## src/design/djs_cell.sv

```systemverilog
// One cell of the sorted job chain: holds one job and either clears it, keeps it,
// takes the new job, takes the left neighbour's job (insert) or the right's (pop).
// No dependencies.
module djs_cell #(
    parameter int PW = 16,
    parameter int DW = 7,
    parameter int IW = 6
) (
    input  logic                   i_clk,
    input  logic                   i_rst_n,
    input  logic                   i_clear,
    input  logic                   i_insert,
    input  logic                   i_pop,
    input  logic [PW+DW+IW:0]      i_new,
    input  logic [PW+DW+IW:0]      i_prev,
    input  logic                   i_prev_keep,
    input  logic [PW+DW+IW:0]      i_next,
    output logic [PW+DW+IW:0]      o_entry,
    output logic                   o_keep
);
    localparam int EW = 1 + PW + DW + IW;

    logic [EW-1:0] r_e;
    logic [EW-1:0] n_e;

    // stable order: an equal profit already held stays ahead of the new job
    assign o_keep = r_e[EW-1] && (r_e[EW-2 -: PW] >= i_new[EW-2 -: PW]);

    always_comb begin
        n_e = r_e;
        if (i_clear) begin
            n_e = '0;
        end else if (i_pop) begin
            n_e = i_next;
        end else if (i_insert && !o_keep) begin
            n_e = i_prev_keep ? i_new : i_prev;
        end
    end

    always_ff @(posedge i_clk) begin
        if (!i_rst_n) begin
            r_e <= '0;
        end else begin
            r_e <= n_e;
        end
    end

    assign o_entry = r_e;
endmodule

```

## config.mk

```make
export PLATFORM = sky130hd
export DESIGN_NAME = djs_cell
export DESIGN_NICKNAME = d
export VERILOG_FILES = /design/src/design/djs_cell.sv
export SDC_FILE = /design/constraint.sdc
export NUM_CORES = 1
export LEC_CHECK = 0
export ABC_AREA = 1
export ABC_CLOCK_PERIOD_IN_PS = 2800
export BUFFER_PORTS_ARGS = -buffer_cell sky130_fd_sc_hd__buf_2
export CAP_MARGIN = 10
export CORE_MARGIN = 8
export CORE_UTILIZATION = 35
export CTS_CLUSTER_DIAMETER = 40
export DETAILED_ROUTE_END_ITERATION = 6
export GPL_TIMING_DRIVEN = 0
export PLACE_DENSITY = 0.67
export SETUP_SLACK_MARGIN = 0.15
export SYNTH_ARGS = -nofsm -noshare
export SYNTH_HDL_FRONTEND = slang
export SYNTH_SLANG_ARGS = --single-unit
```

## constraint.sdc

```tcl
create_clock -name i_clk -period 2.8 [get_ports i_clk]
set_input_delay 0.56 -clock i_clk [delete_from_list [all_inputs] [get_ports i_clk]]
set_output_delay 0.56 -clock i_clk [all_outputs]
set_load 0.05 [all_outputs]
```

# Word-level counts from Yosys, hierarchy flattened
# Index checks and enable logic that the tools add are counted.
# op_classes
n_lt_le_gt_ge	1
reduce_logical	5
mux	3
bitwise	1
# ops
op	n
$mux W30	3
$ge A16 B16 Y1	1
$logic_and A1 B1 Y1	2
$reduce_bool A2 Y1	1
$reduce_or A2 Y1	1
$logic_not A1 Y1	1
$not A1 Y1	1
# word_totals
output_inout_bits	31
elab_cells	11
regBits	30
input_bits	96

# Depth between registers and ports, before layout
# Gate-level depths: netlist (run 1).
# logic_depth
word_depth	6
depth_mapped	17
ltp_nobuf	16

# Worst setup path after synthesis (run 1)
# No wires, ideal clock.
# synth_path
path_type	reg2out
start	reg r_e[13] (netlist: o_entry[13])
end	out o_keep
slack_ns	0.450
path_stages_with_launch	13
t_arrival_ns	1.790
cell_sequence	dfxtp_1 inv_1 ha_1 nand2_1 nor2_1 nor2_1 nand2_1 nand2_1 nand2_1 nand2_1 nand2_1 nand2_2 inv_1
# synth_via
elab_chain_cells	2
# synth_rtl
element	line_no	text
start, declared	23	logic [EW-1:0] r_e;
start signal, assigned	44	r_e <= n_e;
$ge A16 B16 Y1	27	assign o_keep = r_e[EW-1] && (r_e[EW-2 -: PW] >= i_new[EW-2 -: PW]);
$logic_and A1 B1 Y1	27	
end, declared	19	output logic o_keep
# No other way between the ends.

# Final worst setup path (run 1)
# layout_path
start	in i_new[16]
end	out o_keep
# layout_via
elab_chain_cells	2
# layout_rtl
element	line_no	text
start, declared	14	input logic [PW+DW+IW:0] i_new,
$ge A16 B16 Y1	27	
$logic_and A1 B1 Y1	27	
# No other way between the ends.

==> results.json, run 1 <==
{
  "crit_path_frequent_cell": "nand2_1",
  "drt_iter0_drc": 125,
  "core_um2": 6680,
  "hpwl_mm": 6.52,
  "clk_path_buf_depth": 2,
  "grt_overflow_total": 0,
  "insertion_delay_ps": 280,
  "tritoncts": "yes",
  "synth_top_area_share_pct": 25.4,
  "syn-cell-area_um2": 2370,
  "drive_gt1_share_pct": 27.9,
  "final_nets": 630,
  "grt_pass1_vias": 2999,
  "ys.flop_type": "dfxtp_1",
  "rsz0062_at_grt": "no",
  "syn_inst": 387,
  "critPathMaxStageDelay_ps": 290,
  "cp_max_fo": 2,
  "start_util_pct": 35.4,
  "vias": 2865,
  "crit_buf_inv": 4,
  "start_kind": "input port",
  "grt_max_degree": 11,
  "ys.warnings.count": 0,
  "syn_to_final_growth_pct": 34.3,
  "arrival_ps": 1920,
  "holdPathStages": 4,
  "synth_nets": 499,
  "fin_worst_skew_ps": 1.99,
  "critPathKind": "in -> out",
  "p_leak_uw": 0.00174,
  "gp_congestion": 0.858,
  "r2r_setup_slack_ps": 850,
  "powerDensity_nw_per_um2": 393,
  "grt_util_met3_pct": 4.34,
  "finalPower_uw": 1250,
  "vdd_drop_max_v": 0.000190,
  "yosysSeqAreaShare_pct": 25.4,
  "slew_headroom_pct": 63.1,
  "hp-start": "o_entry[10]",
  "critPathTopFamily": "simple AND/OR/NAND/NOR gates",
  "io-pin-count": 127,
  "synth_commonest_cells": "94 x nand2_1, 51 x inv_1, 44 x o21ai_0",
  "top_usage_layer": "met2",
  "yosysTopAreaCell": "dfxtp_1",
  "hold_end": "o_entry[10]",
  "htreeDepth": 2,
  "final_hold_viol_count": 0,
  "endpoint_kind": "output pin",
  "synth.avg_cell_area_um2": 6.12,
  "synth_seq_cells": 30,
  "routed_wl_mm": 8.14,
  "first_pass_iters": 4,
  "r2r-start": "o_entry[13]",
  "fin_crit_sh_pct": 88.5,
  "fmax_ghz": 0.404,
  "root_buffer": "clkbuf_8",
  "synth_edf_count": 0,
  "tightest_slew_ps": 554,
  "drv_slew": 0,
  "die_area_um2": 9660,
  "cts.sinks": 30,
  "port-buffer-count": 124,
  "rr_endpoint": "o_entry[19]",
  "post-route-util_pct": 47.6,
  "maxCapViolCount": 0,
  "postLayoutCellArea_um2": 3180,
  "grt_use_met1_pct": 18.1,
  "fp.dieW_um": 98.3,
  "clk_pin_slew_worst_paths_ps": 60,
  "antenna_cells": 0,
  "antenna_left": 0,
  "placementRows": 30,
  "grt_usage_pct": 16.8,
  "synth.area.top_cells": "dfxtp_1 25%, nand2_1 15%, o21ai_0 9.3%",
  "reg2reg_depth": 16,
  "avgRoutedWirePerCell_um": 13.6,
  "cts_repair_resize_count": 0,
  "min_period_ps": 2480,
  "vias_per_cell": 4.78,
  "die_y_um": 98.3,
  "hold_path.class": "reg -> reg",
  "finalSetupViolations": 0,
  "holdBufCountCts": 0,
  "status": "complete, no violations",
  "cp_slowest_cell": "ha_1",
  "grt_pass1_wl_mm": 13.4,
  "drc_errors": 0,
  "path_cells": "buf_2 > inv_1 > ha_1 > nand2_1 > nor2_1 > nor2_1 > nand2_1 > nand2_1 > nand2_1 > nand2_1 > nand2_1 > nand2_2 > inv_1 > buf_2",
  "post_cts_buffers": 0,
  "worstPathRequired_ps": 2240,
  "largest_reg_flops": 30,
  "async_flop_share_pct": 0,
  "yosysUniqueCellTypes": 22,
  "dpl_cell_area_um2": 3090,
  "grtUsageMet2_pct": 30.7,
  "numCtsBuffers": 5,
  "antenna_found_initial": 0,
  "synth.most_common_cell": "nand2_1",
  "final.setup.tns_ps": 0
}
-- stage by stage --
step           hold slack, ps  setup slack [ps]  cells
3_5_place_dp              524               319    591
3_3_place_gp              523               325    591
6_report                  536               322    599
4_1_cts                   536               314    599
2_1_floorplan             753               450    387
5_1_grt                   579               168    599
-- logic make-up after synthesis --
| logic type | count (synthesis) | share of synthesized area (%) |
|---|---|---|
| simple gates | 163 | 28.1 |
| flops | 30 | 25.4 |
| fa+ha+maj | 16 | 8.45 |
| compound gates | 84 | 18.1 |
| mux | 15 | 6.34 |
| buf+inv | 79 | 13.7 |
-- cell usage in the layout, fill, tap and decap left out --
cell	instances
inv_2	1
clkinv_2	1
or3_1	1
o21ai_0	44
o21ai_1	2
buf_4	1
clkbuf_8	6
ha_1	16
a21oi_2	1
inv_1	51
nand3_1	29
clkbuf_1	18
nand2_1	94
nand2_4	1
nand4_1	1
o21a_1	2
nor3_1	1
a21oi_1	35
mux2i_1	15
dfxtp_1	30
nand2_2	1
nor2_1	35
buf_6	2
buf_2	131
-- worst reg2reg max path, delay by kind of cell (launching register included) --
family	cells	cell delay (ps)
DFF	1	340
AOI/OAI and AO/OA	1	140
and+or+nand+nor	11	740
adders and majority gates	1	270
buffers and inverters	3	340
-- power breakdown --
part	internal, uW	switching, uW	total [uW]
sequential	450	16.1	466
clock	198	166	364
combinational	154	265	419
total	802	447	1250
-- worst max-delay path by stage --
stage	startpoint	endpoint	slack, ps	cells past startpoint
finish	i_new[16]	o_keep	320	14
global route	i_new[15]	o_keep	170	14
CTS	i_new[16]	o_keep	310	14
detailed placement	i_new[16]	o_keep	320	14
global placement	i_new[16]	o_keep	320	14
floorplan	o_entry[13]	o_keep	450	12
-- layer usage --
metal  vias up  part of all wire [%]  routed length (um)
met5         -                     0                   0
met4         0                   1.7                 135
met3        11                   6.2                 503
met2        85                    51                4130
met1      1266                    41                3370
li1       1503                     -                   -
-- cell type report --
cell class                      instances  area (um^2)
Clock inverter                          1         5.00
Inverter                               52          195
Tap cell                               80          100
Buffer                                 27          129
Clock buffer                            7         86.3
Fill cell                             730         3500
Timing Repair Buffer                  124          621
Multi-Input combinational cell        278         1440
Sequential cell                        30          601
No activity file was read; power rests on OpenSTA's default activity.
==> run 2: changes to the inputs <==
Settings changed: ABC_CLOCK_PERIOD_IN_PS 2800 to 2200, PLACE_DENSITY 0.67 to 0.66.
Clock period 2.8 ns to 2.2 ns, I/O delays scaled along.
==> run 2 against run 1 <==
Compared with the run above: sequential share of layout area decreased by 0.60 points; routed wire length is 1.2% higher; flip-flop and latch count stayed put; worst hold slack worse by 43 ps; clock power grew 26%; via count rose by 1.0%; critical path depth decreased by 1; design area is 6.5% higher; core utilization increased by 3.1 points; cell count rose by 1.0%; global-route usage grew 0.25 points; critical endpoint unchanged.
==> results.json, run 2 (synthesis gave the netlist of run 1 again) <==
{
  "status": "complete, no violations",
  "final.setup.tns_ps": 0,
  "finalSetupViolations": 0,
  "port-buffer-count": 124,
  "fillers": 688,
  "first_pass_iters": 4,
  "reg2reg_depth": 17,
  "grt_use_met1_pct": 18.8,
  "worstPathRequired_ps": 1760,
  "tritoncts": "yes",
  "drive_gt1_share_pct": 35.6,
  "fin_worst_skew_ps": 8.49,
  "tightest_slew_ps": 556,
  "antenna_left": 0,
  "vdd_drop_max_v": 0.000206,
  "grt_usage_pct": 17.0,
  "htreeDepth": 2,
  "grt_overflow_total": 0,
  "hold_path.class": "in -> reg",
  "p_leak_uw": 0.00177,
  "vias": 2895,
  "rr_endpoint": "o_entry[29]",
  "clk_pin_slew_worst_paths_ps": 70,
  "placementRows": 30,
  "core_um2": 6680,
  "final_cell_count_no_fill": 605,
  "r2r-start": "o_entry[13]",
  "numCtsBuffers": 5,
  "powerDensity_nw_per_um2": 480,
  "start_kind": "flip-flop",
  "final_nets": 636,
  "io-pin-count": 127,
  "slew_headroom_pct": 62.9,
  "grt_pass1_wl_mm": 13.7,
  "top_usage_layer": "met2",
  "hpwl_mm": 6.39,
  "hp-start": "i_next[10]",
  "post-route-util_pct": 50.7,
  "rsz0062_at_grt": "yes",
  "endpoint_kind": "output pin",
  "grtUsageMet2_pct": 30.9,
  "r2r_setup_slack_ps": 230,
  "antenna_cells": 0,
  "fmax_ghz": 0.463,
  "grt_pass1_vias": 3022,
  "fp.dieW_um": 98.3,
  "die_y_um": 98.3,
  "arrival_ps": 1720,
  "min_period_ps": 2160,
  "drv_slew": 0,
  "grt_util_met3_pct": 4.41,
  "start_util_pct": 35.4,
  "routed_wl_mm": 8.24,
  "gp_congestion": 0.835,
  "antenna_found_initial": 0,
  "cp_max_fo": 2,
  "critPathKind": "reg -> out",
  "vias_per_cell": 4.79,
  "most-common-layout-cells": "127 x buf_2, 88 x nand2_1, 48 x inv_1, 43 x o21ai_0, 33 x nor2_1",
  "maxCapViolCount": 0,
  "final_hold_viol_count": 0,
  "holdPathStages": 5,
  "die_area_um2": 9660,
  "cts.sinks": 30,
  "avgRoutedWirePerCell_um": 13.6,
  "drc_errors": 0,
  "final_common_cell": "buf_2",
  "hold_end": "o_entry[10]",
  "grt_max_degree": 11,
  "insertion_delay_ps": 280,
  "holdBufCountCts": 0,
  "fin_crit_sh_pct": 98.2,
  "syn_to_final_growth_pct": 43.1,
  "largest_reg_flops": 30,
  "drt_iter0_drc": 129,
  "whs_ps": 493,
  "dpl.cell_count": 591,
  "root_buffer": "clkbuf_8",
  "clk_path_buf_depth": 2
}
-- run 2: changes by cell type in the layout (fill, tap and decap cells not counted), moves of 3 or more --
cell / delta
a21oi_1: -3
a21oi_2: +3
buf_2: -4
buf_4: +8
dfxtp_1: -15
dfxtp_2: +15
ha_1: -7
ha_4: +7
inv_1: -3
nand2_1: -6
nand2_2: +6
-- run 2: worst max-delay path by stage --
| stage | cells past startpoint | start | endpoint |
|---|---|---|---|
| detailed placement | 14 | i_new[16] | o_keep |
| finish | 13 | o_entry[13] | o_keep |
| global placement | 14 | i_new[16] | o_keep |
| floorplan | 12 | o_entry[13] | o_keep |
| CTS | 10 | o_entry[26] | o_keep |
| global route | 13 | o_entry[13] | o_keep |
-- run 2: where the power goes --
part           switching [uW]  internal (uW)
Clock                     207            252
Sequential               21.6            576
Combinational             351            217
-- run 2: final cells by class --
type	count	area (um^2)	share of cell area (%)
buffer	27	140	4.14
clock buffer	7	86.3	2.55
clock inverter	1	5.00	0.148
inverter	52	199	5.87
multi-input combinational	278	1560	46.1
sequential	30	619	18.3
tap	80	100	2.95
timing repair buffer	130	676	19.9
-- run 2: per-layer routing --
metal	vias up	share of wire (%)
met1	1297	44
li1	1514	-
met5	-	0
met4	0	0.96
met3	5	6.6
met2	79	48
-- run 2: repair_timing --
action / 4_1_cts / 5_1_grt
endpoints found under the setup margin: 1 / 31
resized for setup: 11 / 19
pin swaps: 8 / 9
buffers inserted: 4 / 2
-- run 2: critical path, cell delays in order, from the launching register on --
cell and delay (ps):
dfxtp_2 350, inv_2 50, ha_4 260, nand2_2 40, nor2_2 80, nor2_1 50, nand2_1 60, nand2_1 60
nand2_2 80, nand2_2 50, nand2_2 70, nand2_2 60, clkinvlp_4 80, buf_8 140
-- run 2: metrics by stage --
| stage | area, um^2 | worst slack (ps) | power [uW] |
|---|---|---|---|
| after floorplan | 2390 | 192 | 961 |
| after detailed placement | 3110 | -99.9 | 1140 |
| after CTS | 3300 | -13.9 | 1620 |
| after global placement | 3110 | -47.5 | 1130 |
| final | 3390 | 38.7 | 1630 |
| after global routing | 3390 | -52.1 | 1730 |
==> run 3: changes to the inputs <==
Settings changed: CTS_BUF_LIST from default to sky130_fd_sc_hd__clkbuf_4 sky130_fd_sc_hd__clkbuf_8 sky130_fd_sc_hd__clkbuf_16.
==> run 3 against run 2 <==
Compared with the run above: worst hold slack hardly changed; power increased by 0.82%; sequential power barely moved; clock skew is 0.97 ps lower; flip-flop and latch count unchanged; design area rose by 0.11%; clock power increased by 3%; via count shrank 0.10%; largest cell class unchanged; largest power group unchanged.
==> results.json, run 3 (synthesis gave the netlist of run 1 again) <==
{
  "hp-start": "i_next[10]",
  "crit_start": "o_entry[13]",
  "min_period_ps": 2160,
  "status": "complete, no violations",
  "vdd_drop_max_v": 0.000206,
  "grt_pass1_vias": 3022,
  "endpoint_kind": "output pin",
  "syn_to_final_growth_pct": 43.2,
  "arrival_ps": 1720,
  "tritoncts": "yes",
  "final_common_cell": "buf_2",
  "dpl_cell_area_um2": 3110,
  "first_pass_iters": 4,
  "p_leak_uw": 0.00177,
  "r2r-start": "o_entry[13]",
  "drv_slew": 0,
  "antenna_found_initial": 0,
  "root_buffer": "clkbuf_8",
  "grt_max_degree": 11,
  "fin_worst_skew_ps": 7.51,
  "slew_headroom_pct": 62.9,
  "grt_pass1_wl_mm": 13.7,
  "final.setup.tns_ps": 0,
  "start_kind": "flip-flop",
  "powerDensity_nw_per_um2": 483,
  "hold_path.class": "in -> reg",
  "grt_usage_pct": 17.0,
  "dpl.cell_count": 591,
  "maxCapViolCount": 0,
  "clk_pin_slew_worst_paths_ps": 70,
  "holdPathStages": 5,
  "start_util_pct": 35.4,
  "postLayoutCellArea_um2": 3390,
  "hpwl_mm": 6.39,
  "fmax_ghz": 0.463,
  "die_area_um2": 9660,
  "cp_max_fo": 2,
  "final_cell_count_no_fill": 605,
  "finalPower_uw": 1640,
  "grt_overflow_total": 0,
  "worstPathRequired_ps": 1760,
  "drc_errors": 0,
  "io-pin-count": 127,
  "critPathKind": "reg -> out",
  "reg2reg_depth": 17,
  "vias_per_cell": 4.78,
  "clk_path_buf_depth": 2,
  "final_nets": 636,
  "core_um2": 6680,
  "antenna_left": 0,
  "htreeDepth": 2,
  "port-buffer-count": 124,
  "drive_gt1_share_pct": 35.8,
  "largest_reg_flops": 30,
  "rsz0062_at_grt": "yes",
  "final_hold_viol_count": 0,
  "die_y_um": 98.3,
  "fin_crit_sh_pct": 98.2,
  "r2r_setup_slack_ps": 230,
  "drt_iter0_drc": 129,
  "tightest_slew_ps": 556,
  "fp.dieW_um": 98.3,
  "most-common-layout-cells": "127 x buf_2, 88 x nand2_1, 48 x inv_1, 43 x o21ai_0, 33 x nor2_1",
  "finalSetupViolations": 0,
  "gp_congestion": 0.835,
  "insertion_delay_ps": 280,
  "numCtsBuffers": 5,
  "routed_wl_mm": 8.24,
  "placementRows": 30,
  "avgRoutedWirePerCell_um": 13.6,
  "antenna_cells": 0,
  "cts.sinks": 30,
  "vias": 2892
}
run 3: cell counts in the layout (fill, tap and decap cells not counted):
No cell type changed its count.
run 3: layout make-up:
cell class | instances | area, um^2
fillers | 688 | 3290
multi-input cells | 278 | 1560
repair buffers | 130 | 676
flip-flops and latches | 30 | 619
inverters | 52 | 199
plain buffers | 27 | 140
well taps | 80 | 100
clock buffers | 7 | 90.1
clock inverters | 1 | 5.00
run 3: stage by stage:
| stage | util (%) | setup WS (ps) | hold WS, ps |
|---|---|---|---|
| floorplan | - | 192 | 655 |
| finish | 50.8 | 38.6 | 494 |
| CTS | 49.5 | -14.2 | 489 |
| global route | 50.8 | -52.1 | 515 |
| global placement | 46.6 | -47.5 | 523 |
| detailed placement | 46.6 | -99.9 | 531 |
run 3: final timing paths:
path	endpoint
max	o_keep
min	o_entry[10]
max reg2reg	o_entry[29]
min reg2reg	o_entry[11]
run 3: critical path: stages, from the launching register on:
cell        delay (ps)
dfxtp_2            350
inv_2               50
ha_4               260
nand2_2             40
nor2_2              80
nor2_1              50
nand2_1             60
nand2_1             60
nand2_2             80
nand2_2             50
nand2_2             70
nand2_2             60
clkinvlp_4          80
buf_8              140
run 3: timing repair:
item / in CTS / in global routing
hold buffers: 0 / 0
setup endpoints to repair: 1 / 31
endpoints found under the hold margin: 0 / 0
pin swaps: 8 / 9
cloned: 0 / 0
buffers inserted: 4 / 2
resized for setup: 11 / 19
run 3: power breakdown:
part	total (uW)	internal [uW]	switching, uW
registers	598	576	21.6
clock network	472	264	208
logic	568	217	351
run 3: layer usage:
| layer | vias to the layer above | wire, um | global-route usage [%] |
|---|---|---|---|
| li1 | 1514 | - | - |
| met1 | 1294 | 3650 | 18.8 |
| met2 | 79 | 3970 | 30.9 |
| met3 | 5 | 543 | 4.41 |
| met4 | 0 | 79 | 5.31 |
| met5 | - | 0 | 0 |
