### src/design/djs_ram.sv
// Generic single-write, single-read RAM with a registered read port.
// No dependencies.
module djs_ram #(
    parameter int WIDTH = 8,
    parameter int DEPTH = 64
) (
    input  logic                     i_clk,
    input  logic                     i_we,
    input  logic [$clog2(DEPTH)-1:0] i_waddr,
    input  logic [WIDTH-1:0]         i_wdata,
    input  logic [$clog2(DEPTH)-1:0] i_raddr,
    output logic [WIDTH-1:0]         o_rdata
);
    logic [WIDTH-1:0] r_mem [DEPTH];
    logic [WIDTH-1:0] r_rdata;

    always_ff @(posedge i_clk) begin
        if (i_we) begin
            r_mem[i_waddr] <= i_wdata;
        end
        r_rdata <= r_mem[i_raddr];
    end

    assign o_rdata = r_rdata;
endmodule

### config.mk
export PLATFORM = sky130hd
export DESIGN_NAME = djs_ram
export DESIGN_NICKNAME = d
export VERILOG_FILES = /design/src/design/djs_ram.sv
export SDC_FILE = /design/constraint.sdc
export NUM_CORES = 1
export LEC_CHECK = 0
export BUFFER_PORTS_ARGS = -buffer_cell sky130_fd_sc_hd__buf_2
export CAP_MARGIN = 20
export CORE_MARGIN = 8
export CORE_UTILIZATION = 40
export CTS_BUF_LIST = sky130_fd_sc_hd__clkbuf_8 sky130_fd_sc_hd__clkbuf_16
export DETAILED_ROUTE_END_ITERATION = 16
export GPL_ROUTABILITY_DRIVEN = 0
export PLACE_DENSITY = 0.57
export SETUP_SLACK_MARGIN = 0.3
export SKIP_LAST_GASP = 1
export SLEW_MARGIN = 20
export SYNTH_ARGS = -nofsm -noshare
export SYNTH_HDL_FRONTEND = slang
export SYNTH_SLANG_ARGS = --single-unit
### constraint.sdc
create_clock -name i_clk -period 3.2 [get_ports i_clk]
set_input_delay 0.32 -clock i_clk [delete_from_list [all_inputs] [get_ports i_clk]]
set_output_delay 0.32 -clock i_clk [all_outputs]
set_load 0.005 [all_outputs]
# Yosys cells after proc, flatten, opt, wreduce, memory -nomap -nowiden
# Memory sizes are Yosys's and may differ from the RTL's. A register that Yosys moved wholly into a read port is not among the register bits.
# Index checks and enable logic that the tools add are counted.
# totals
output_inout_bits	8
reg_bits	0
mem_count	1
ramBits	512
inputBits	22
# memory_table
name	words	word_bits	rd	rd_ports_with_merged_regs	write_ports	line_no	rtl
r_mem	64	8	1	1	1	14	logic [WIDTH-1:0] r_mem [DEPTH];
# op_classes
n_mux	2
# op_table
operator	n
$mux W1	2

# Depth between registers and ports, before layout
# Gate-level depths: netlist of the first run.
# depth
ltp_word	2
ltp_mapped	9
mapped_depth_nobuf	5

# Least setup slack after synthesis of the first run
# Ideal clock, no wire load.
# synth_timing
path_kind	in2reg
startpoint	input port i_raddr[1]
endpoint	register r_rdata[3] (netlist: o_rdata[3]), read port of r_mem
arrival_ns	1.860
setup_slack_ns	1.212
path_buffers	3
required_ns	3.072
cell_stages	7
cell_sequence	buf_4 > buf_2 > buf_2 > mux4_2 > mux4_2 > o21ai_1 > o41ai_1
# synth_rtl
item	line_no	rtl
from (decl)	11	input logic [$clog2(DEPTH)-1:0] i_raddr,
to (decl)	15	logic [WIDTH-1:0] r_rdata;

==> summary.md, run 1 <==
| Metric | Value |
|---|---|
| Number of enable flip-flop cells after synthesis | `512` |
| Grt ovf | `0` |
| Worst r2r src | `r_mem[28][4]$_DFFE_PP_` |
| Post-Syn Instances | `940` |
| Total negative slack | `0 ns` |
| R2R setup slack | `1.09 ns` |
| Pin count of the biggest net entering global routing | `65` |
| DRT Wirelength | `47,100 µm` |
| Slowest cell on crit path | `mux4_2` |
| Cts hold-fix bufs | `0` |
| Final Max Slew Viols | `0` |
| Worst skew pair latency | `0.59 ns` |
| Outcome | `finished clean` |
| Final std cells w/o fill | `1,789` |
| Post-synthesis simple-gate area fraction | `3.39%` |
| Total number of vias | `9,770` |
| Post-route ant nets | `0` |
| CP delay by family, top | `multiplexers` |
| Kind of critical path | `primary input to flop` |
| Nets | `1,094` |
| Area contributors post-synth | `edfxtp_1, mux4_2, nor2_1, mux2i_1, dfxtp_1` |
| Final Util | `46.9%` |
| Hold depth | `3` |
| FMAX | `471 MHz` |
| Async S/R FF share, synth | `0%` |
| Synth top cells by count | `edfxtp_1, mux4_2, nor2_1` |
| I/O Buffers | `29` |
| Critical Path Start Type | `primary input` |
| Worst EP required | `3.63 ns` |
| Post-Syn Area | `20,200 µm²` |
| Lkg Pwr | `0.00753 µW` |
| Layout cells sized above 1 | `31.1%` |
| Drt wl/cell | `26.4 µm` |
| Crit path cell chain | `buf_4 > buf_4 > mux4_2 > mux4_2 > nor2_1 > nor3_1 > o2bb2ai_1` |
| Fillcell total | `4,115` |
| Slew @ Worst Pin | `1.05 ns` |
| Mapped Nets | `962` |
| Global Route Usage Sum | `16.5%` |
| # Max-Cap Violations | `0` |
| Ys flop type | `edfxtp_1` |
| HP Class | `primary input to flop` |
| Layout Skew | `0.0155 ns` |
| RSZ-0062 raised after global routing | `false` |
| Critical Path Fanout Max | `28` |
| Period Utilization, post-route | `66.3%` |
| Resized cells post-CTS | `0` |
| Post-synthesis mux area share | `15.9%` |
| Largest vdd supply drop | `0.354 mV` |
| Hold Startpoint | `i_raddr[5]` |
| Drt pass-1 iters | `5` |
| Worst EP arrival | `2.55 ns` |
| Multi-input logic area | `4320 µm²` |
| First-pass GRT wire length | `69,100 µm` |
| TritonCTS sink count | `520` |
| Vias in the first global route | `10,000` |
| Hold Violations, Final | `0` |
| Reg2Reg Depth | `5` |
| PD cells | `619 nW/µm²` |
| Yosys warnings | `0` |
| FF/Latch Area | `15,500 µm²` |
| Clock Tree Buf Depth | `3` |
| Buf/Inv on CP | `2` |
| Area grow syn2layout | `16.2%` |
| Compound-Gate Fraction of Synth Area | `2.07%` |
| Detailed placement HPWL | `30,100 µm` |
| Die area | `57,900 µm²` |
| CTS Buf Count | `52` |
| Post-Synth Adder-Cell Area | `0%` |
| TritonCTS clock tree | `built` |
| DR vias/cell | `5.46` |
| CTS clk-pin slew, worst paths | `0.06 ns` |
| First DRT Iteration DRCs | `893` |
| Yosys top cell by area | `edfxtp_1` |
| Relative slew slack | `30.0%` |
| Die X | `241 µm` |
| Die Y | `241 µm` |
| Initial Util | `40.4%` |
| Post-CTS setup buffer count | `0` |
| Root buf cell | `clkbuf_16` |
| Hold WS | `0.142 ns` |
| Critical path capture point type | `flop` |
| Initial antenna violation count | `3` |
| WHS Endpoint | `o_rdata[1]$_DFF_P_` |
| Largest family of logic cells by synthesized area | `multiplexers` |
| H-tree Lvls | `2` |
| Most frequent cell after synthesis | `edfxtp_1` |
| CP Depth | `7` |
| Row Count | `82` |
| Post-Synth XOR/XNOR Area | `0%` |
| Max incr delay on CP | `0.52 ns` |
| Synth cell types | `40` |
| Min Tclk post-route | `2.12 ns` |
| DRC viols | `0` |
| # IOs | `30` |
| Synth Register Bits | `520` |
| Syn avg cell area | `21.5 µm²` |
| # setup viols final | `0` |
| Post-Place Cells | `1,690` |
| Sequential fraction of the synthesis area | `77.0%` |
| Core Area | `50,000 µm²` |
| Worst reg2reg endpoint | `o_rdata[4]$_DFF_P_` |
| Area share of the largest cell type after synthesis | `76.2%` |
-- worst max-delay path by stage --
stage	startpoint	end	slack, ns
global route	r_mem[28][4]$_DFFE_PP_	o_rdata[4]$_DFF_P_	1.02
finish	i_raddr[1]	o_rdata[0]$_DFF_P_	1.08
floorplan	i_raddr[1]	o_rdata[3]$_DFF_P_	1.21
global placement	i_raddr[0]	o_rdata[6]$_DFF_P_	0.50
CTS	r_mem[28][4]$_DFFE_PP_	o_rdata[4]$_DFF_P_	1.05
detailed placement	i_raddr[0]	o_rdata[6]$_DFF_P_	0.50
-- state kept, by name, summed over array words and instances, names as in the netlist --
signal and flops:
r_mem 512, o_rdata 8
-- cells in the final DEF, fill, tap and decap left out, types with 3 or more instances in the layout --
cell / synthesis / routed
a211oi_1: 4 / 4
a21oi_1: 3 / 3
a221oi_1: 6 / 6
a22oi_1: 3 / 3
buf_12: 2 / 5
buf_2: 11 / 25
buf_4: 13 / 98
bufinv_16: 0 / 8
clkbuf_16: 0 / 53
clkbuf_8: 0 / 4
clkinv_1: 0 / 8
clkinv_2: 0 / 10
dfxtp_1: 8 / 8
edfxtp_1: 512 / 512
inv_1: 0 / 13
mux2_2: 13 / 13
mux2i_1: 23 / 23
mux4_2: 126 / 126
nand2_1: 19 / 19
nand2b_1: 7 / 7
nand3_1: 13 / 13
nand3b_1: 3 / 3
nor2_1: 83 / 83
nor2b_1: 14 / 14
nor3_1: 7 / 7
o2111ai_1: 3 / 3
o221ai_1: 8 / 8
o22ai_1: 8 / 8
o2bb2ai_1: 3 / 3
-- metrics by stage --
| step | total power (µW) | area, µm² | setup slack, ns |
|---|---|---|---|
| final | 14500 | 23400 | 1.08 |
| after global routing | 15000 | 23400 | 1.02 |
| after CTS | 14700 | 23400 | 1.05 |
| after detailed placement | 8450 | 21700 | 0.501 |
| after global placement | 8440 | 21700 | 0.500 |
| after floorplan | 8100 | 20200 | 1.21 |
-- kinds of logic (layout without fill, tap and decap cells) --
| group | Yosys count | after routing |
|---|---|---|
| buffers and inverters | 51 | 227 |
| AO/OA/AOI/OAI | 54 | 54 |
| AND/OR/NAND/NOR | 153 | 153 |
| multiplexers | 162 | 162 |
| other | 0 | 1 |
| flip-flops | 520 | 520 |
-- power breakdown --
part	leakage (µW)	internal [µW]	switching (µW)
logic	0.00194	283	443
clock network	0.000918	3710	2500
registers	0.00467	7540	25.1
total	0.00753	11500	2970
-- per-layer routing --
| layer | global-route usage [%] | vias up | wire [µm] | share of wire (%) |
|---|---|---|---|---|
| met5 | 0 | - | 31 | 0.066 |
| met4 | 4.60 | 4 | 1140 | 2.4 |
| met3 | 3.21 | 79 | 2630 | 5.6 |
| met2 | 26.6 | 278 | 22700 | 48 |
| met1 | 22.8 | 5210 | 20700 | 44 |
| li1 | - | 4199 | - | - |
-- worst register-to-register path: cells and delay by family (launching register included) --
| family | cells | cell delay [ns] |
|---|---|---|
| compound gates | 2 | 0.45 |
| flops | 1 | 0.37 |
| mux | 2 | 0.80 |
| simple gates | 1 | 0.37 |
-- cell type report --
type                       instances  area share, %
antenna                            1         0.0107
tap                              672           3.59
timing repair buffer             129           4.16
clock buffer                      56           5.84
sequential                       520           66.3
multi-input combinational        369           18.4
clock inverter                    42           1.68
(Power assumes the default switching activity.)
==> run 2: changes to the inputs <==
--- a/config.mk
+++ b/config.mk
@@ -5,6 +5,7 @@
 export SDC_FILE = /design/constraint.sdc
 export NUM_CORES = 1
 export LEC_CHECK = 0
+export ABC_AREA = 1
 export BUFFER_PORTS_ARGS = -buffer_cell sky130_fd_sc_hd__buf_2
 export CAP_MARGIN = 20
 export CORE_MARGIN = 8
==> constraint.sdc (replaced) <==
create_clock -name i_clk -period 2.12 [get_ports i_clk]
set_input_delay 0.212 -clock i_clk [delete_from_list [all_inputs] [get_ports i_clk]]
set_output_delay 0.212 -clock i_clk [all_outputs]
set_load 0.005 [all_outputs]
==> run 2 against run 1 <==
  * Critical endpoint unchanged
  * Cell count is 47% higher
  * Highest routed layer unchanged
  * Hold slack got worse by 0.067 ns
  * Die area grew 5.4%
  * Cell area up 3.9%
  * Critical path depth grew 1
  * Core utilization shrank 0.68 points
  * Setup slack lost 0.41 ns
  * Clock skew up 0.00059 ns
==> summary.md, run 2 <==
| Metric | Value |
|---|---|
| TritonCTS clock tree | `built` |
| Layout Skew | `0.0160 ns` |
| Critical Path Start Type | `flop` |
| CTS clk-pin slew, worst paths | `0.06 ns` |
| TritonCTS sink count | `520` |
| Post-Place Cells | `2,523` |
| Max FFs per register | `512` |
| Grt ovf | `0` |
| DRT Wirelength | `54,300 µm` |
| Post-place setup slack | `0.148 ns` |
| Outcome | `finished clean` |
| Most common cell after layout, fill and taps aside | `nand2_1` |
| Nets | `1,914` |
| Sequential fraction of the synthesis area | `72.8%` |
| Period Utilization, post-route | `68.5%` |
| Biggest register | `r_mem` |
| Area share of the largest cell type after synthesis | `72.0%` |
| Syn avg cell area | `11.8 µm²` |
| Resized cells post-CTS | `0` |
| Clock Tree Buf Depth | `3` |
| Post-Syn Area | `21,300 µm²` |
| Fillcell total | `4,740` |
| Kind of critical path | `flop to flop` |
| Detailed placement HPWL | `31,400 µm` |
| Critical Path Fanout Max | `1` |
| Worst EP arrival | `1.93 ns` |
| Number of enable flip-flop cells after synthesis | `512` |
| Core Area | `52,700 µm²` |
| Die X | `247 µm` |
| Slew @ Worst Pin | `0.706 ns` |
| Lkg Pwr | `0.00894 µW` |
| Post-route ant nets | `0` |
| Total number of vias | `13,900` |
| HP Class | `primary input to flop` |
| CTS Buf Count | `54` |
| First DRT Iteration DRCs | `1,288` |
| Layout cells sized above 1 | `10.8%` |
| Mapped Nets | `1,827` |
| Row Count | `84` |
| Worst skew pair latency | `0.60 ns` |
| Total negative slack | `0 ns` |
| # Max-Cap Violations | `0` |
| FMAX | `689 MHz` |
| Area contributors post-synth | `edfxtp_1, nand2_1, nand3_1, buf_6, nor2_1` |
| # IOs | `30` |
| PD cells | `890 nW/µm²` |
| Relative slew slack | `52.9%` |
| Min Tclk post-route | `1.45 ns` |
| DR vias/cell | `5.29` |
| Synth top cells by count | `nand2_1, edfxtp_1, nand3_1` |
| H-tree Lvls | `2` |
| Cts hold-fix bufs | `1` |
| Hold Violations, Final | `0` |
| Yosys warnings | `0` |
| Die area | `61,000 µm²` |
| Worst EP required | `2.60 ns` |
| Async S/R FF share, synth | `0%` |
| RSZ-0062 raised after global routing | `false` |
| Vias in the first global route | `13,300` |
| Final worst setup slack | `0.668 ns` |
| Post-Syn Instances | `1,805` |
| Commonest cells after routing, fill and taps aside | `nand2_1, edfxtp_1, nand3_1` |
| Final Max Slew Viols | `0` |
| R2R setup slack | `0.67 ns` |
| Synth Register Bits | `520` |
| Post-CTS setup buffer count | `0` |
| Critical path capture point type | `flop` |
| Root buf cell | `clkbuf_16` |
| Synth cell types | `16` |
| First-pass GRT wire length | `82,300 µm` |
| # setup viols final | `0` |
| Initial antenna violation count | `2` |
| Ys flop type | `edfxtp_1` |
| Final std cells w/o fill | `2,621` |
| Hold WS | `0.0755 ns` |
| Drt wl/cell | `20.7 µm` |
| I/O Buffers | `29` |
| Most frequent cell after synthesis | `nand2_1` |
| Die Y | `247 µm` |
| Initial Util | `40.5%` |
| Area grow syn2layout | `14.0%` |
| Yosys top cell by area | `edfxtp_1` |
| Global Route Usage Sum | `17.6%` |
| Largest vdd supply drop | `0.585 mV` |
| Drt pass-1 iters | `5` |
| Total chip power | `21,600 µW` |
| Pin count of the biggest net entering global routing | `104` |
| DRC viols | `0` |
==> run 2: changes by cell type after synthesis, moves of 14 or more <==
cell / before / now
mux2i_1: 23 / 0
buf_2: 11 / 37
nand2_1: 19 / 648
nand3_1: 13 / 439
mux4_2: 126 / 0
buf_6: 4 / 35
nor2b_1: 14 / 0
nor2_1: 83 / 56
==> run 2: report_power, final <==
part / switching [µW] / internal [µW]
Clock: 3800 / 5040
Sequential: 24.3 / 11400
Combinational: 1010 / 392
==> run 2: cells by family after synthesis <==
group | count (synthesis) | share of synthesized area, %
and+or+nand+nor | 1160 | 23.2
DFF | 520 | 72.8
buffers and inverters | 125 | 4.02
==> run 2: path summary, 6_finish.rpt <==
kind / start / end / depth (start not counted)
worst max-delay path: r_mem[23][0]$_DFFE_PP_ / o_rdata[0]$_DFF_P_ / 8
worst max register to register: r_mem[23][0]$_DFFE_PP_ / o_rdata[0]$_DFF_P_ / 8
worst min-delay path: i_wdata[4] / r_mem[9][4]$_DFFE_PP_ / 1
worst min register to register: r_mem[52][4]$_DFFE_PP_ / o_rdata[4]$_DFF_P_ / 8
==> run 2: layer usage <==
metal	GRT usage, %	wire [µm]	up-vias
met5	0	25	-
met4	5.04	1420	4
met3	4.15	4320	102
met2	26.9	24300	465
met1	25.0	24200	6763
li1	-	-	6523
==> run 2: metrics by stage <==
step	cell area, µm²	utilization (%)
5_1_grt	24300	46.2
3_3_place_gp	22700	43.1
6_report	24300	46.2
3_5_place_dp	22700	43.1
2_1_floorplan	21300	-
4_1_cts	24300	46.2
==> run 2: area by class of cell <==
class                      instances  area, µm²  area share, %
sequential                       520      15500           63.8
multi-input combinational       1160       4950           20.3
clock buffer                      56       1390           5.71
timing repair buffer             144       1300           5.33
tap                              688        861           3.54
clock inverter                    40        245           1.01
inverter                          12       55.1          0.226
antenna                            1       2.50         0.0103
==> run 2: critical path, cell delays in order, from the launching register on <==
cell      delay [ns]
edfxtp_1        0.35
nand2_1         0.07
nand3_1         0.10
nand3_1         0.12
nand2_1         0.10
nand2_1         0.07
nand3_1         0.11
nand3_1         0.31
nand2_1         0.09
==> run 3: changes to the inputs <==
--- a/config.mk
+++ b/config.mk
@@ -13,7 +13,7 @@
 export CTS_BUF_LIST = sky130_fd_sc_hd__clkbuf_8 sky130_fd_sc_hd__clkbuf_16
 export DETAILED_ROUTE_END_ITERATION = 16
 export GPL_ROUTABILITY_DRIVEN = 0
-export PLACE_DENSITY = 0.57
+export PLACE_DENSITY = 0.59
 export SETUP_SLACK_MARGIN = 0.3
 export SKIP_LAST_GASP = 1
 export SLEW_MARGIN = 20
==> constraint.sdc (replaced) <==
create_clock -name i_clk -period 1.3 [get_ports i_clk]
set_input_delay 0.13 -clock i_clk [delete_from_list [all_inputs] [get_ports i_clk]]
set_output_delay 0.13 -clock i_clk [all_outputs]
set_load 0.005 [all_outputs]
==> run 3 against run 2 <==
  * Clock skew rose by 0.0054 ns
  * Global-route usage rose by 0.62 points
  * Sequential cell count did not move
  * Critical path depth fell by 7
  * Largest power group unchanged
==> summary.md, run 3 (synthesis results as in run 2) <==
| Metric | Value |
|---|---|
| Outcome | `finished clean` |
| DRT Wirelength | `56,300 µm` |
| Pin count of the biggest net entering global routing | `65` |
| Nets | `1,956` |
| Post-route ant nets | `0` |
| Max incr delay on CP | `0.37 ns` |
| Detailed placement HPWL | `34,800 µm` |
| Grt ovf | `0` |
| CTS clk-pin slew, worst paths | `0.06 ns` |
| Buf/Inv on CP | `1` |
| Hold Startpoint | `i_wdata[4]` |
| TritonCTS sink count | `520` |
| Area grow syn2layout | `23.2%` |
| WHS Endpoint | `r_mem[61][4]$_DFFE_PP_` |
| RSZ-0062 raised after global routing | `true` |
| Initial antenna violation count | `4` |
| Most common cell after layout, fill and taps aside | `nand2_1` |
| Final worst setup slack | `0.102 ns` |
| Hold Violations, Final | `0` |
| Worst EP arrival | `1.07 ns` |
| Commonest cells after routing, fill and taps aside | `nand2_1, edfxtp_1, nand3_1` |
| Reg2Reg Depth | `8` |
| First DRT Iteration DRCs | `1,457` |
| Row Count | `84` |
| Layout Skew | `0.0214 ns` |
| Total number of vias | `14,200` |
| Largest vdd supply drop | `0.910 mV` |
| # setup viols final | `0` |
| Slowest cell on crit path | `dfxtp_2` |
| Clock Tree Buf Depth | `3` |
| FMAX | `834 MHz` |
| Drt wl/cell | `21.1 µm` |
| Root buf cell | `clkbuf_16` |
| Global Route Usage Sum | `18.3%` |
| Slew @ Worst Pin | `0.574 ns` |
| Critical path capture point type | `output pin` |
| TritonCTS clock tree | `built` |
| Die area | `61,000 µm²` |
| Worst r2r src | `r_mem[21][5]$_DFFE_PP_` |
| R2R setup slack | `0.10 ns` |
| DRC viols | `0` |
| Initial Util | `40.5%` |
| Crit path cell chain | `buf_6` |
| HP Class | `primary input to flop` |
| CTS Buf Count | `52` |
| Final std cells w/o fill | `2,667` |
| DR vias/cell | `5.32` |
| Core Area | `52,700 µm²` |
| Hold depth | `2` |
| Worst EP required | `1.17 ns` |
| Relative slew slack | `61.6%` |
| Drt pass-1 iters | `5` |
| H-tree Lvls | `2` |
| Post-Place Cells | `2,564` |
| # IOs | `30` |
| Critical Path Start Type | `flop` |
| Critical Path Fanout Max | `1` |
| Max FFs per register | `512` |
| Die Y | `247 µm` |
| Layout cells sized above 1 | `25.6%` |
| CP delay by family, top | `flip-flops` |
| Fillcell total | `4,516` |
| Vias in the first global route | `14,000` |
| Die X | `247 µm` |
| Kind of critical path | `flop to output pin` |
| Post-place setup slack | `-0.415 ns` |
| Final Max Slew Viols | `0` |
| Lkg Pwr | `0.00954 µW` |
| CP Depth | `1` |
| Period Utilization, post-route | `92.2%` |
| Biggest register | `r_mem` |
| Min Tclk post-route | `1.20 ns` |
| First-pass GRT wire length | `85,500 µm` |
| Worst skew pair latency | `0.60 ns` |
| # Max-Cap Violations | `0` |
| I/O Buffers | `29` |
| Worst reg2reg endpoint | `o_rdata[5]$_DFF_P_` |
| PD cells | `1380 nW/µm²` |
## run 3: cell types whose count changed in the layout (fill, tap and decap cells not counted), moves of 10 or more
cell / delta
nor2_1: -32
nand2_1: -53
nand3_2: +128
clkinv_2: +10
buf_4: +19
inv_1: -14
nand3_1: -137
buf_12: +22
nor2_4: +28
nand2_2: +51
## run 3: where the power goes
part	internal (µW)	total (µW)	switching [µW]
clock network	8620	14900	6250
registers	18600	18600	67.0
logic	973	2890	1920
## run 3: through the flow
stage	hold slack, ns	TNS (ns)	cell area [µm²]	utilization, %	total power (µW)
global placement	0.442	-44.47	23600	44.8	21500
global route	0.0456	0	26300	49.9	37400
CTS	0.0415	0	25800	49.0	36500
finish	0.0519	0	26300	49.9	36400
detailed placement	0.428	-48.63	23600	44.8	21500
floorplan	0.229	-125.55	21800	-	20400
## run 3: layer usage
layer / routed length, µm / track usage (%) / up-vias / part of all wire (%)
met3: 3550 / 3.55 / 96 / 6.3
met2: 26000 / 28.6 / 472 / 46
met5: 23 / 0 / - / 0.041
met1: 25200 / 25.7 / 6995 / 45
li1: - / - / 6616 / -
met4: 1540 / 5.32 / 4 / 2.7
## run 3: repair_timing
action	4_1_cts	5_1_grt
gates resized for setup	110	108
pin swaps	59	77
hold buffers	4	0
gates cloned	0	0
endpoints found under the hold margin	55	0
endpoints found under the setup margin	16	16
buffers inserted	0	0
## run 3: final cells by class
| type | instances | area, µm² | area share, % |
|---|---|---|---|
| Multi-Input combinational cell | 1160 | 6130 | 23.3 |
| Clock buffer | 57 | 1380 | 5.26 |
| Inverter | 12 | 71.3 | 0.271 |
| Antenna cell | 2 | 5.00 | 0.0190 |
| Timing Repair Buffer | 188 | 1960 | 7.46 |
| Tap cell | 688 | 861 | 3.27 |
| Clock inverter | 40 | 322 | 1.22 |
| Sequential cell | 520 | 15600 | 59.2 |
## run 3: worst max-delay path by stage
stage	slack, ns	startpoint	endpoint
after floorplan	-0.38	i_we	r_mem[48][0]$_DFFE_PP_
after global placement	-0.42	i_raddr[0]	o_rdata[5]$_DFF_P_
after detailed placement	-0.42	i_raddr[1]	o_rdata[5]$_DFF_P_
after CTS	0.07	o_rdata[0]$_DFF_P_	o_rdata[0]
after global routing	0.03	r_mem[11][5]$_DFFE_PP_	o_rdata[5]$_DFF_P_
final	0.10	o_rdata[0]$_DFF_P_	o_rdata[0]
